<file path="src/scpg_pkg.sv">
// Shared types, constants and helper functions for the speed cap profile generator.
// Used by every module of the block; depends on nothing.
package scpg_pkg;

    localparam int HORIZON_SECONDS = 10;
    localparam int TW = 6;
    localparam logic [TW-1:0] LAST_T = TW'(HORIZON_SECONDS - 1);

    localparam int QDEPTH = 2;
    localparam int QPW = $clog2(QDEPTH);
    localparam int QCW = $clog2(QDEPTH + 1);

    // Register indexes on the configuration port.
    localparam logic [2:0] REG_BORROW_LIMIT = 3'd0;
    localparam logic [2:0] REG_NORMAL_LIMIT = 3'd1;
    localparam logic [2:0] REG_COMFORT_DECEL = 3'd2;
    localparam logic [2:0] REG_MAX_DECEL = 3'd3;
    localparam logic [2:0] REG_DEST_MARGIN = 3'd4;

    localparam logic [15:0] RST_BORROW_LIMIT = 16'd4167;
    localparam logic [15:0] RST_NORMAL_LIMIT = 16'd2778;
    localparam logic [15:0] RST_COMFORT_DECEL = 16'hF9C0;
    localparam logic [15:0] RST_MAX_DECEL = 16'hF060;
    localparam logic [16:0] RST_DEST_MARGIN = 17'd1000;

    typedef enum logic [1:0] {
        ST_POINT       = 2'd0,
        ST_NO_LENGTH   = 2'd1,
        ST_DESTINATION = 2'd2
    } status_t;

    typedef enum logic [2:0] {
        K_NO_LENGTH,
        K_DESTINATION,
        K_AT_POINT,
        K_BELOW,
        K_RAMP
    } kind_t;

    typedef struct packed {
        kind_t       kind;
        logic [30:0] stop_dist;
        logic [15:0] speed;
        logic [15:0] limit;
    } req_t;

    typedef enum logic [2:0] {
        BK_IDLE,
        BK_PREP1,
        BK_PREP2,
        BK_PREP3,
        BK_DIV,
        BK_SQRT,
        BK_EMIT,
        BK_EMIT_ERR
    } back_state_t;

    function automatic logic signed [51:0] smax(input logic signed [51:0] x,
                                                input logic signed [51:0] y);
        return (x > y) ? x : y;
    endfunction

    function automatic logic [15:0] clamp_bound(input logic signed [51:0] x);
        logic [15:0] r;
        if (x < 52'sd0) begin
            r = 16'd0;
        end
        else if (x > 52'sd65535) begin
            r = 16'hFFFF;
        end
        else begin
            r = x[15:0];
        end
        return r;
    endfunction

endpackage

</file>
<file path="src/scpg_queue.sv">
// Short request queue between the front and back parts.
// Depends on scpg_pkg for the request type and depth.
module scpg_queue
    import scpg_pkg::*;
(
    input  logic clk,
    input  logic rst_n,
    input  logic wr_en,
    input  req_t wr_data,
    output logic full,
    input  logic rd_en,
    output req_t rd_data,
    output logic empty
);

    req_t           mem [QDEPTH];
    logic [QPW-1:0] wptr_reg, wptr_next;
    logic [QPW-1:0] rptr_reg, rptr_next;
    logic [QCW-1:0] count_reg, count_next;
    logic           do_wr, do_rd;

    assign full = (count_reg == QCW'(QDEPTH));
    assign empty = (count_reg == '0);
    assign do_wr = wr_en && !full;
    assign do_rd = rd_en && !empty;
    assign rd_data = mem[rptr_reg];

    always_comb
    begin
        wptr_next = wptr_reg;
        rptr_next = rptr_reg;
        count_next = count_reg;
        if (do_wr)
        begin
            wptr_next = (wptr_reg == QPW'(QDEPTH - 1)) ? '0 : wptr_reg + 1'b1;
        end
        if (do_rd)
        begin
            rptr_next = (rptr_reg == QPW'(QDEPTH - 1)) ? '0 : rptr_reg + 1'b1;
        end
        if (do_wr && !do_rd)
        begin
            count_next = count_reg + 1'b1;
        end
        else if (do_rd && !do_wr)
        begin
            count_next = count_reg - 1'b1;
        end
    end

    always_ff @(posedge clk)
    begin
        if (do_wr)
        begin
            mem[wptr_reg] <= wr_data;
        end
    end

    always_ff @(posedge clk or negedge rst_n)
    begin
        if (!rst_n)
        begin
            wptr_reg <= '0;
            rptr_reg <= '0;
            count_reg <= '0;
        end
        else
        begin
            wptr_reg <= wptr_next;
            rptr_reg <= rptr_next;
            count_reg <= count_next;
        end
    end

endmodule

</file>
<file path="src/scpg_front.sv">
// Front part: accepts request words, forms the stop distance and sorts each request
// into one of the profile cases. Depends on scpg_pkg.
module scpg_front
    import scpg_pkg::*;
(
    input  logic        clk,
    input  logic        rst_n,
    input  logic        push,
    output logic        full,
    input  logic [31:0] route_length,
    input  logic        length_known,
    input  logic [31:0] passage_start_offset,
    input  logic [31:0] passage_end,
    input  logic        borrow_flag,
    input  logic [15:0] ego_speed,
    input  logic [15:0] borrow_limit,
    input  logic [15:0] normal_limit,
    input  logic [16:0] dest_margin,
    input  logic        q_full,
    output logic        q_push,
    output req_t        q_data
);

    logic               valid_reg, valid_next;
    req_t               req_reg, req_next;
    logic               accept;
    logic signed [32:0] stop_dist;
    logic signed [33:0] dest_lim;
    logic [15:0]        speed;
    logic [15:0]        limit;

    assign full = valid_reg && q_full;
    assign accept = push && !full;
    assign q_push = valid_reg;
    assign q_data = req_reg;

    always_comb
    begin
        stop_dist = $signed({route_length[31], route_length})
                  + $signed({passage_start_offset[31], passage_start_offset});
        dest_lim = $signed({{2{passage_end[31]}}, passage_end}) - $signed({17'd0, dest_margin});
        speed = (ego_speed == 16'd0) ? 16'd1 : ego_speed;
        limit = borrow_flag ? borrow_limit : normal_limit;
        req_next.stop_dist = stop_dist[30:0];
        req_next.speed = speed;
        req_next.limit = limit;
        if (!length_known)
        begin
            req_next.kind = K_NO_LENGTH;
        end
        else if ($signed({stop_dist[32], stop_dist}) > dest_lim)
        begin
            req_next.kind = K_DESTINATION;
        end
        else if (stop_dist <= 33'sd1)
        begin
            req_next.kind = K_AT_POINT;
        end
        else if (speed <= limit)
        begin
            req_next.kind = K_BELOW;
        end
        else
        begin
            req_next.kind = K_RAMP;
        end
    end

    always_comb
    begin
        valid_next = valid_reg;
        if (accept)
        begin
            valid_next = 1'b1;
        end
        else if (valid_reg && !q_full)
        begin
            valid_next = 1'b0;
        end
    end

    always_ff @(posedge clk)
    begin
        if (accept)
        begin
            req_reg <= req_next;
        end
    end

    always_ff @(posedge clk or negedge rst_n)
    begin
        if (!rst_n)
        begin
            valid_reg <= 1'b0;
        end
        else
        begin
            valid_reg <= valid_next;
        end
    end

endmodule

</file>
<file path="src/scpg_back.sv">
// Back part (uses scpg_pkg): fills the result register with one bound per second or one
// error word; ramps first form braking terms and run a serial divider or square root.
module scpg_back
    import scpg_pkg::*;
(
    input  logic          clk,
    input  logic          rst_n,
    input  logic          q_empty,
    input  req_t          q_data,
    output logic          q_pop,
    input  logic [15:0]   comfort_decel,
    input  logic [15:0]   max_decel,
    input  logic          pop,
    output logic          empty,
    output logic [1:0]    status,
    output logic [TW-1:0] time_index,
    output logic [15:0]   speed_bound,
    output logic          unbounded,
    output logic          last
);

    back_state_t state_reg, state_next;
    kind_t       kind_reg, kind_next;
    logic [30:0] d_reg, d_next;
    logic [15:0] v_reg, v_next;
    logic [15:0] l_reg, l_next;
    logic [31:0] vv_reg, vv_next;
    logic [31:0] ll_reg, ll_next;
    logic [31:0] av_reg, av_next;
    logic [31:0] adlo_reg, adlo_next;
    logic [30:0] adhi_reg, adhi_next;
    logic [47:0] room_reg, room_next;
    logic [31:0] exc_reg, exc_next;
    logic        roomcase_reg, roomcase_next;
    logic [49:0] wk_reg, wk_next;
    logic [26:0] rem_reg, rem_next;
    logic [24:0] root_reg, root_next;
    logic [5:0]  cnt_reg, cnt_next;
    logic [TW-1:0] t_reg, t_next;
    logic [21:0] tv_reg, tv_next;
    logic [21:0] at_reg, at_next;
    logic signed [22:0] mdt_reg, mdt_next;
    logic [39:0] tva_reg, tva_next;

    logic          ovalid_reg, ovalid_next;
    logic [1:0]    ostatus_reg, ostatus_next;
    logic [TW-1:0] ot_reg, ot_next;
    logic [15:0]   obound_reg, obound_next;
    logic          ounb_reg, ounb_next;
    logic          olast_reg, olast_next;

    logic        out_space;
    logic [15:0] a_val;
    logic [46:0] ad_sum;
    logic [17:0] div_trial;
    logic        div_ge;
    logic [26:0] sq_pre, sq_trial;
    logic        sq_ge;
    logic signed [51:0] v_s, l_s, at_s, mdt_s, q_s, vb_s, ramp_md, bound_s;
    logic        unb;

    assign out_space = !ovalid_reg || pop;
    assign empty = !ovalid_reg;
    assign status = ostatus_reg;
    assign time_index = ot_reg;
    assign speed_bound = obound_reg;
    assign unbounded = ounb_reg;
    assign last = olast_reg;
    assign q_pop = (state_reg == BK_IDLE) && !q_empty;

    // Comfort deceleration that is not negative counts as 1 mm/s^2.
    assign a_val = comfort_decel[15] ? (~comfort_decel + 16'd1) : 16'd1;

    assign ad_sum = {adhi_reg, 16'd0} + {15'd0, adlo_reg};
    assign div_trial = {rem_reg[16:0], wk_reg[47]};
    assign div_ge = div_trial >= {1'b0, v_reg, 1'b0};
    assign sq_pre = {rem_reg[24:0], wk_reg[49:48]};
    assign sq_trial = {root_reg, 2'b01};
    assign sq_ge = sq_pre >= sq_trial;

    // Bound for the current second.
    always_comb
    begin
        v_s = $signed({36'd0, v_reg});
        l_s = $signed({36'd0, l_reg});
        at_s = $signed({30'd0, at_reg});
        mdt_s = $signed({{29{mdt_reg[22]}}, mdt_reg});
        q_s = $signed({4'd0, wk_reg[47:0]});
        vb_s = $signed({27'd0, root_reg});
        ramp_md = v_s + mdt_s;
        unb = 1'b0;
        case (kind_reg)
            K_AT_POINT:
            begin
                bound_s = smax(l_s, ramp_md);
            end
            K_BELOW:
            begin
                bound_s = l_s;
                unb = {9'd0, tv_reg} < d_reg;
            end
            K_RAMP:
            begin
                if (roomcase_reg)
                begin
                    // The comfort ramp is v - a*t + floor(n / 2v).
                    unb = {8'd0, tva_reg} < room_reg;
                    bound_s = smax(l_s, v_s - at_s + q_s);
                end
                else
                begin
                    bound_s = smax(smax(l_s, vb_s - at_s), ramp_md);
                end
            end
            default:
            begin
                bound_s = '0;
            end
        endcase
    end

    always_comb
    begin
        state_next = state_reg;
        case (state_reg)
            BK_IDLE:
            begin
                if (!q_empty)
                begin
                    case (q_data.kind)
                        K_NO_LENGTH, K_DESTINATION: state_next = BK_EMIT_ERR;
                        K_RAMP: state_next = BK_PREP1;
                        default: state_next = BK_EMIT;
                    endcase
                end
            end
            BK_PREP1: state_next = BK_PREP2;
            BK_PREP2: state_next = BK_PREP3;
            BK_PREP3:
            begin
                state_next = ({16'd0, exc_reg} < room_reg) ? BK_DIV : BK_SQRT;
            end
            BK_DIV, BK_SQRT:
            begin
                if (cnt_reg == 6'd0)
                begin
                    state_next = BK_EMIT;
                end
            end
            BK_EMIT:
            begin
                if (out_space && t_reg == LAST_T)
                begin
                    state_next = BK_IDLE;
                end
            end
            BK_EMIT_ERR:
            begin
                if (out_space)
                begin
                    state_next = BK_IDLE;
                end
            end
            default: state_next = BK_IDLE;
        endcase
    end

    always_comb
    begin
        kind_next = kind_reg;
        d_next = d_reg;
        v_next = v_reg;
        l_next = l_reg;
        vv_next = vv_reg;
        ll_next = ll_reg;
        av_next = av_reg;
        adlo_next = adlo_reg;
        adhi_next = adhi_reg;
        room_next = room_reg;
        exc_next = exc_reg;
        roomcase_next = roomcase_reg;
        wk_next = wk_reg;
        rem_next = rem_reg;
        root_next = root_reg;
        cnt_next = cnt_reg;
        t_next = t_reg;
        tv_next = tv_reg;
        at_next = at_reg;
        mdt_next = mdt_reg;
        tva_next = tva_reg;
        ovalid_next = ovalid_reg && !pop;
        ostatus_next = ostatus_reg;
        ot_next = ot_reg;
        obound_next = obound_reg;
        ounb_next = ounb_reg;
        olast_next = olast_reg;
        case (state_reg)
            BK_IDLE:
            begin
                kind_next = q_data.kind;
                d_next = q_data.stop_dist;
                v_next = q_data.speed;
                l_next = q_data.limit;
                roomcase_next = 1'b0;
                t_next = '0;
                tv_next = '0;
                at_next = '0;
                mdt_next = '0;
                tva_next = '0;
            end
            BK_PREP1:
            begin
                vv_next = {16'd0, v_reg} * {16'd0, v_reg};
                ll_next = {16'd0, l_reg} * {16'd0, l_reg};
                av_next = {16'd0, a_val} * {16'd0, v_reg};
                adlo_next = {16'd0, a_val} * {16'd0, d_reg[15:0]};
                adhi_next = {15'd0, a_val} * {16'd0, d_reg[30:16]};
            end
            BK_PREP2:
            begin
                room_next = {ad_sum, 1'b0};
                exc_next = vv_reg - ll_reg;
            end
            BK_PREP3:
            begin
                rem_next = '0;
                root_next = '0;
                if ({16'd0, exc_reg} < room_reg)
                begin
                    roomcase_next = 1'b1;
                    room_next = room_reg - {16'd0, exc_reg};
                    wk_next = {2'd0, room_reg - {16'd0, exc_reg}};
                    cnt_next = 6'd47;
                end
                else
                begin
                    wk_next = {2'd0, room_reg} + {18'd0, ll_reg};
                    cnt_next = 6'd24;
                end
            end
            BK_DIV:
            begin
                rem_next = {9'd0, div_ge ? div_trial - {1'b0, v_reg, 1'b0} : div_trial};
                wk_next = {2'd0, wk_reg[46:0], div_ge};
                cnt_next = cnt_reg - 6'd1;
            end
            BK_SQRT:
            begin
                rem_next = sq_ge ? sq_pre - sq_trial : sq_pre;
                root_next = {root_reg[23:0], sq_ge};
                wk_next = {wk_reg[47:0], 2'b00};
                cnt_next = cnt_reg - 6'd1;
            end
            BK_EMIT:
            begin
                if (out_space)
                begin
                    ovalid_next = 1'b1;
                    ostatus_next = ST_POINT;
                    ot_next = t_reg;
                    obound_next = unb ? 16'hFFFF : clamp_bound(bound_s);
                    ounb_next = unb;
                    olast_next = (t_reg == LAST_T);
                    t_next = t_reg + 1'b1;
                    tv_next = tv_reg + {6'd0, v_reg};
                    at_next = at_reg + {6'd0, a_val};
                    mdt_next = mdt_reg + $signed({{7{max_decel[15]}}, max_decel});
                    tva_next = tva_reg + {7'd0, av_reg, 1'b0};
                end
            end
            BK_EMIT_ERR:
            begin
                if (out_space)
                begin
                    ovalid_next = 1'b1;
                    ostatus_next = (kind_reg == K_NO_LENGTH) ? ST_NO_LENGTH : ST_DESTINATION;
                    ot_next = '0;
                    obound_next = 16'd0;
                    ounb_next = 1'b0;
                    olast_next = 1'b1;
                end
            end
            default:
            begin
            end
        endcase
    end

    always_ff @(posedge clk)
    begin
        kind_reg <= kind_next;
        d_reg <= d_next;
        v_reg <= v_next;
        l_reg <= l_next;
        vv_reg <= vv_next;
        ll_reg <= ll_next;
        av_reg <= av_next;
        adlo_reg <= adlo_next;
        adhi_reg <= adhi_next;
        room_reg <= room_next;
        exc_reg <= exc_next;
        roomcase_reg <= roomcase_next;
        wk_reg <= wk_next;
        rem_reg <= rem_next;
        root_reg <= root_next;
        cnt_reg <= cnt_next;
        t_reg <= t_next;
        tv_reg <= tv_next;
        at_reg <= at_next;
        mdt_reg <= mdt_next;
        tva_reg <= tva_next;
        ostatus_reg <= ostatus_next;
        ot_reg <= ot_next;
        obound_reg <= obound_next;
        ounb_reg <= ounb_next;
        olast_reg <= olast_next;
    end

    always_ff @(posedge clk or negedge rst_n)
    begin
        if (!rst_n)
        begin
            state_reg <= BK_IDLE;
            ovalid_reg <= 1'b0;
        end
        else
        begin
            state_reg <= state_next;
            ovalid_reg <= ovalid_next;
        end
    end

endmodule

</file>
<file path="src/speed_cap_profile_generator.sv">
// A pushed request passes through the front register and the queue before the back part
// takes it in idle. An error request then gives its one word; at-point and below-limit
// requests give one word per cycle for the horizon while the result register has room;
// ramp requests first pass the setup states PREP1, PREP2 and PREP3 and the serial divider
// or square root. The back part takes the next request only after the last word of the
// previous one. Reset clears all control state and loads the register defaults.
// Top level: configuration registers and the front, queue and back parts; uses scpg_pkg.
module speed_cap_profile_generator
    import scpg_pkg::*;
(
    input  logic          clk,
    input  logic          rst_n,
    input  logic          psel,
    input  logic          penable,
    input  logic          pwrite,
    input  logic [4:0]    paddr,
    input  logic [31:0]   pwdata,
    output logic [31:0]   prdata,
    output logic          pready,
    input  logic          push,
    output logic          full,
    input  logic [31:0]   route_length,
    input  logic          length_known,
    input  logic [31:0]   passage_start_offset,
    input  logic [31:0]   passage_end,
    input  logic          borrow_flag,
    input  logic [15:0]   ego_speed,
    input  logic          pop,
    output logic          empty,
    output logic [1:0]    status,
    output logic [TW-1:0] time_index,
    output logic [15:0]   speed_bound,
    output logic          unbounded,
    output logic          last
);

    logic [15:0] borrow_limit_reg, borrow_limit_next;
    logic [15:0] normal_limit_reg, normal_limit_next;
    logic [15:0] comfort_decel_reg, comfort_decel_next;
    logic [15:0] max_decel_reg, max_decel_next;
    logic [16:0] dest_margin_reg, dest_margin_next;
    logic        cfg_wr;

    logic q_full, q_push, q_empty, q_pop;
    req_t q_wdata, q_rdata;

    assign pready = 1'b1;
    assign cfg_wr = psel && penable && pwrite;

    always_comb
    begin
        borrow_limit_next = borrow_limit_reg;
        normal_limit_next = normal_limit_reg;
        comfort_decel_next = comfort_decel_reg;
        max_decel_next = max_decel_reg;
        dest_margin_next = dest_margin_reg;
        if (cfg_wr)
        begin
            case (paddr[4:2])
                REG_BORROW_LIMIT: borrow_limit_next = pwdata[15:0];
                REG_NORMAL_LIMIT: normal_limit_next = pwdata[15:0];
                REG_COMFORT_DECEL: comfort_decel_next = pwdata[15:0];
                REG_MAX_DECEL: max_decel_next = pwdata[15:0];
                REG_DEST_MARGIN: dest_margin_next = pwdata[16:0];
                default:
                begin
                end
            endcase
        end
    end

    always_comb
    begin
        case (paddr[4:2])
            REG_BORROW_LIMIT: prdata = {16'd0, borrow_limit_reg};
            REG_NORMAL_LIMIT: prdata = {16'd0, normal_limit_reg};
            REG_COMFORT_DECEL: prdata = {16'd0, comfort_decel_reg};
            REG_MAX_DECEL: prdata = {16'd0, max_decel_reg};
            REG_DEST_MARGIN: prdata = {15'd0, dest_margin_reg};
            default: prdata = 32'd0;
        endcase
    end

    always_ff @(posedge clk or negedge rst_n)
    begin
        if (!rst_n)
        begin
            borrow_limit_reg <= RST_BORROW_LIMIT;
            normal_limit_reg <= RST_NORMAL_LIMIT;
            comfort_decel_reg <= RST_COMFORT_DECEL;
            max_decel_reg <= RST_MAX_DECEL;
            dest_margin_reg <= RST_DEST_MARGIN;
        end
        else
        begin
            borrow_limit_reg <= borrow_limit_next;
            normal_limit_reg <= normal_limit_next;
            comfort_decel_reg <= comfort_decel_next;
            max_decel_reg <= max_decel_next;
            dest_margin_reg <= dest_margin_next;
        end
    end

    scpg_front u_front (
        .clk                  (clk),
        .rst_n                (rst_n),
        .push                 (push),
        .full                 (full),
        .route_length         (route_length),
        .length_known         (length_known),
        .passage_start_offset (passage_start_offset),
        .passage_end          (passage_end),
        .borrow_flag          (borrow_flag),
        .ego_speed            (ego_speed),
        .borrow_limit         (borrow_limit_reg),
        .normal_limit         (normal_limit_reg),
        .dest_margin          (dest_margin_reg),
        .q_full               (q_full),
        .q_push               (q_push),
        .q_data               (q_wdata)
    );

    scpg_queue u_queue (
        .clk     (clk),
        .rst_n   (rst_n),
        .wr_en   (q_push),
        .wr_data (q_wdata),
        .full    (q_full),
        .rd_en   (q_pop),
        .rd_data (q_rdata),
        .empty   (q_empty)
    );

    scpg_back u_back (
        .clk           (clk),
        .rst_n         (rst_n),
        .q_empty       (q_empty),
        .q_data        (q_rdata),
        .q_pop         (q_pop),
        .comfort_decel (comfort_decel_reg),
        .max_decel     (max_decel_reg),
        .pop           (pop),
        .empty         (empty),
        .status        (status),
        .time_index    (time_index),
        .speed_bound   (speed_bound),
        .unbounded     (unbounded),
        .last          (last)
    );

`ifndef SYNTHESIS
    // An error word is always the only word of its request.
    a_err_last: assert property (@(posedge clk) disable iff (!rst_n)
        (!empty && status != ST_POINT) |-> (last && time_index == '0 && speed_bound == 16'd0))
        else $error("error word is not a lone final word");

    // An unbounded second always reads as the full-scale bound.
    a_unb_bound: assert property (@(posedge clk) disable iff (!rst_n)
        (!empty && unbounded) |-> (speed_bound == 16'hFFFF && status == ST_POINT))
        else $error("unbounded word with a finite bound");

    // The final word of a profile sits at the last second of the horizon.
    a_last_time: assert property (@(posedge clk) disable iff (!rst_n)
        (!empty && status == ST_POINT && last) |-> (time_index == LAST_T))
        else $error("profile ends at the wrong second");
`endif

endmodule
</file>
<file path="config.mk">
export PLATFORM = sky130hd
export DESIGN_NAME = speed_cap_profile_generator
export DESIGN_NICKNAME = d
export VERILOG_FILES = /design/src/scpg_pkg.sv /design/src/scpg_queue.sv /design/src/scpg_front.sv /design/src/scpg_back.sv /design/src/speed_cap_profile_generator.sv
export SDC_FILE = /design/constraint.sdc
export NUM_CORES = 2
export LEC_CHECK = 0
export ABC_AREA = 1
export BUFFER_PORTS_ARGS = -buffer_cell sky130_fd_sc_hd__buf_2
export CAP_MARGIN = 20
export CELL_PAD_IN_SITES_DETAIL_PLACEMENT = 2
export CELL_PAD_IN_SITES_GLOBAL_PLACEMENT = 2
export CORE_MARGIN = 5
export CORE_UTILIZATION = 40
export CTS_CLUSTER_DIAMETER = 30
export DETAILED_ROUTE_END_ITERATION = 12
export PLACE_DENSITY_LB_ADDON = 0.3
export SYNTH_ARGS = -nofsm -noshare
export SYNTH_HDL_FRONTEND = slang
export SYNTH_SLANG_ARGS = --single-unit
export TNS_END_PERCENT = 20
</file>
<file path="constraint.sdc">
create_clock -name clk -period 14.8 [get_ports clk]
set_input_delay 0.74 -clock clk [delete_from_list [all_inputs] [get_ports clk]]
set_output_delay 0.74 -clock clk [all_outputs]
set_load 0.01 [all_outputs]
</file>
==> impl_metrics.yaml <==
logic_synthesis:
  synth_top_cell_area_share_pct: 23.0
  synth_edf_count: 746
  avgSynthCellArea_sq_um: 8.22
  yosys_warnings: 0
  synth_seq_area_share_pct: 25.4
  netlist-cell-type-count: 70
  synthSimpleGateAreaFrac_pct: 17.4
  synthCells: 11832
  ys_seq_elements: 836
  ys_top_cells_by_area: "edfxtp_1 (23%), fa_1 (19%), ha_1 (14%), nand2_1 (10%), inv_1 (8.8%)"
  synth_mux_area_share_pct: 0.0219
  synth_compound_area_share_pct: 10.3
  synth-async-reset-ratio_pct: 10.8
  yosysTopAreaCell: "edfxtp_1"
  synthAdderAreaFrac_pct: 32.6
  syn_area_sq_um: 97300
  synthXorXnorAreaFrac_pct: 4.10
  synth_top_family_by_area: "adder cells"
  synth_ff_type: "edfxtp_1"
timing:
  hold_viol: 0
  finalCriticalPeriod_ns: 11.24
  slew_viol_final: 0
  skew_ns: 0.156
  tns_ns: 0
  layout_worst_path_cycle_share_pct: 75.9
  slew_headroom_pct: 18.0
  tightest_slew_ns: 1.23
  postLayoutSetupSlackWorst_ns: 3.56
  rsz0062_at_grt: "no"
  setup_violations: 0
  clock.fmax_ghz: 0.0890
floorplanning:
  die_h_microns: 503
  rows: 181
  pin_count: 219
  dieArea_sq_um: 253000
  initial_core_util_pct: 40.1
  die_width_microns: 503
  core_area_sq_um: 243000
place:
  dpl_worst_slack_ns: 5.14
  gp_congestion: 0.918
  port_buffers: 185
  hpwlAfterDp_microns: 335000
  dp.cells: 15008
critical_path:
  path_delay_family: "adder cells"
  timing.critical_path.from: "comfort_decel_reg[2]$_DFFE_PN0P_"
  cp_max_fo: 24
  cpMostUsedCell: "inv_1"
  cp.depth: 37
  timing.rr.start: "comfort_decel_reg[2]$_DFFE_PN0P_"
  cp_slowest_cell: "inv_1"
  startpoint_type: "flop"
  crit_required_ns: 15.42
  reg2reg_depth: 37
  cp.arrival_ns: 11.86
  critPathBufInv: 9
  max_stage_delay_ns: 0.86
  path_class: "reg2reg"
  crit_path_end_kind: "flop"
detailed_routing:
  drc_errors: 0
  vias: 91392
  vias_per_cell: 5.91
  ant_nets: 0
  drt-total-wl_microns: 481000
  wire_per_inst_microns: 31.1
  drt_pass1_iterations: 5
  drt_first_iter_violations: 6976
clock_tree:
  cts.sinks: 836
  insertion_delay_ns: 0.97
  post_cts_resized: 0
  ctsRootBufferMaster: "clkbuf_16"
  cts_buffers: 226
  clockBufferDepth: 3
  path_clk_slew_ns: 0.07
  cts_hold_buf: 7
  post_cts_buffers: 0
  cts_tree: "done"
  cts_max_level: 4
cells_and_area:
  fillers: 26902
  layout_commonest_cell: "nand2_1"
  mostFrequentLayoutCells: "nand2_1 (2588), inv_1 (2270), ha_1 (1079)"
  drive_above_1_share_pct: 6.75
  largest_reg_flops: 132
  final_util_pct: 45.5
  syn_to_final_growth_pct: 13.5
  fin_nets: 14199
  final-instance-count-excl-fill: 15464
job:
  cap_violations: 0
worst_hold_path:
  min_path_type: "in2reg"
  hold-path-cell-count: 1
  hp-start: "ego_speed[5]"
global_route:
  grtUsageTotal_pct: 37.2
  antenna_found_initial: 33
  grt_first_pass_wirelength_microns: 699000
  grt_overflow_total: 0
  grt_start_max_net_pins: 83
  grt_pass1_vias: 104817
outcome:
  status: "finished clean"
-- area by class of cell --
class	instances	area (sq um)	area share [%]
Antenna cell	10	25.0	0.0227
Clock buffer	247	5760	5.22
Clock inverter	181	2580	2.34
Inverter	2301	8640	7.82
Multi-Input combinational cell	8381	62800	56.8
Sequential cell	836	24700	22.4
Tap cell	3202	4010	3.63
Timing Repair Buffer	306	1980	1.79
-- final timing paths --
kind                                                endpoint  slack, ns
setup / recovery               u_back.adlo_reg[28]$_DFFE_PP_       3.56
hold / removal                  u_front.q_data[21]$_DFFE_PP_       0.04
setup reg to reg               u_back.adlo_reg[28]$_DFFE_PP_       3.56
hold reg to reg                 u_queue.mem[0][58]$_DFFE_PP_       0.41
max in group asynchronous        u_back.ovalid_reg$_DFF_PN0_      13.08
min in group asynchronous  comfort_decel_reg[10]$_DFFE_PN0P_       0.40
-- cells in the mapped netlist (all sizes together), types with 3 or more instances --
master / instances
nand2: 2613
inv: 2284
ha: 1079
fa: 910
nor2: 899
a21oi: 791
edfxtp: 746
o21ai: 549
nand3: 328
xor2: 287
clkbuf: 255
xnor2: 169
nand4: 125
nor3: 92
o21a: 82
buf: 73
dfrtp: 58
o21bai: 47
a31oi: 45
nor4: 44
o211ai: 44
a21boi: 33
dfstp: 32
o221ai: 32
o22ai: 28
a211oi: 21
a21o: 21
a221oi: 19
or2: 18
clkinv: 17
a221o: 13
nand3b: 13
o2111ai: 10
o31ai: 8
and2: 6
a2111oi: 5
nor3b: 5
or4: 5
a22o: 4
and3: 4
a41oi: 3
-- per-layer routing --
| layer | global-route usage, % | share of wire, % | vias to the layer above |
|---|---|---|---|
| met5 | 0 | 0.048 | - |
| met4 | 25.8 | 8.2 | 34 |
| met3 | 7.27 | 7.0 | 1780 |
| met1 | 42.7 | 37 | 46834 |
| met2 | 62.5 | 47 | 4320 |
| li1 | - | - | 38424 |
-- cell families after synthesis --
| logic type | Yosys count |
|---|---|
| flip-flops | 836 |
| buffers and inverters | 2629 |
| AO/OA/AOI/OAI | 1765 |
| other | 2 |
| AND/OR/NAND/NOR | 4153 |
| XOR/XNOR | 456 |
| adder cells (fa/ha/maj) | 1989 |
| multiplexers | 2 |
-- stage by stage --
stage / area, sq um / hold WS, ns
floorplan: 97400 / 0.421
global placement: 102000 / 0.422
detailed placement: 102000 / 0.437
CTS: 110000 / 0.00284
global route: 110000 / 0.00484
finish: 110000 / 0.0360
Power is left out: the tool's default activity adds up to more than one toggle a clock period on the data nets, which glitch-free logic cannot reach.
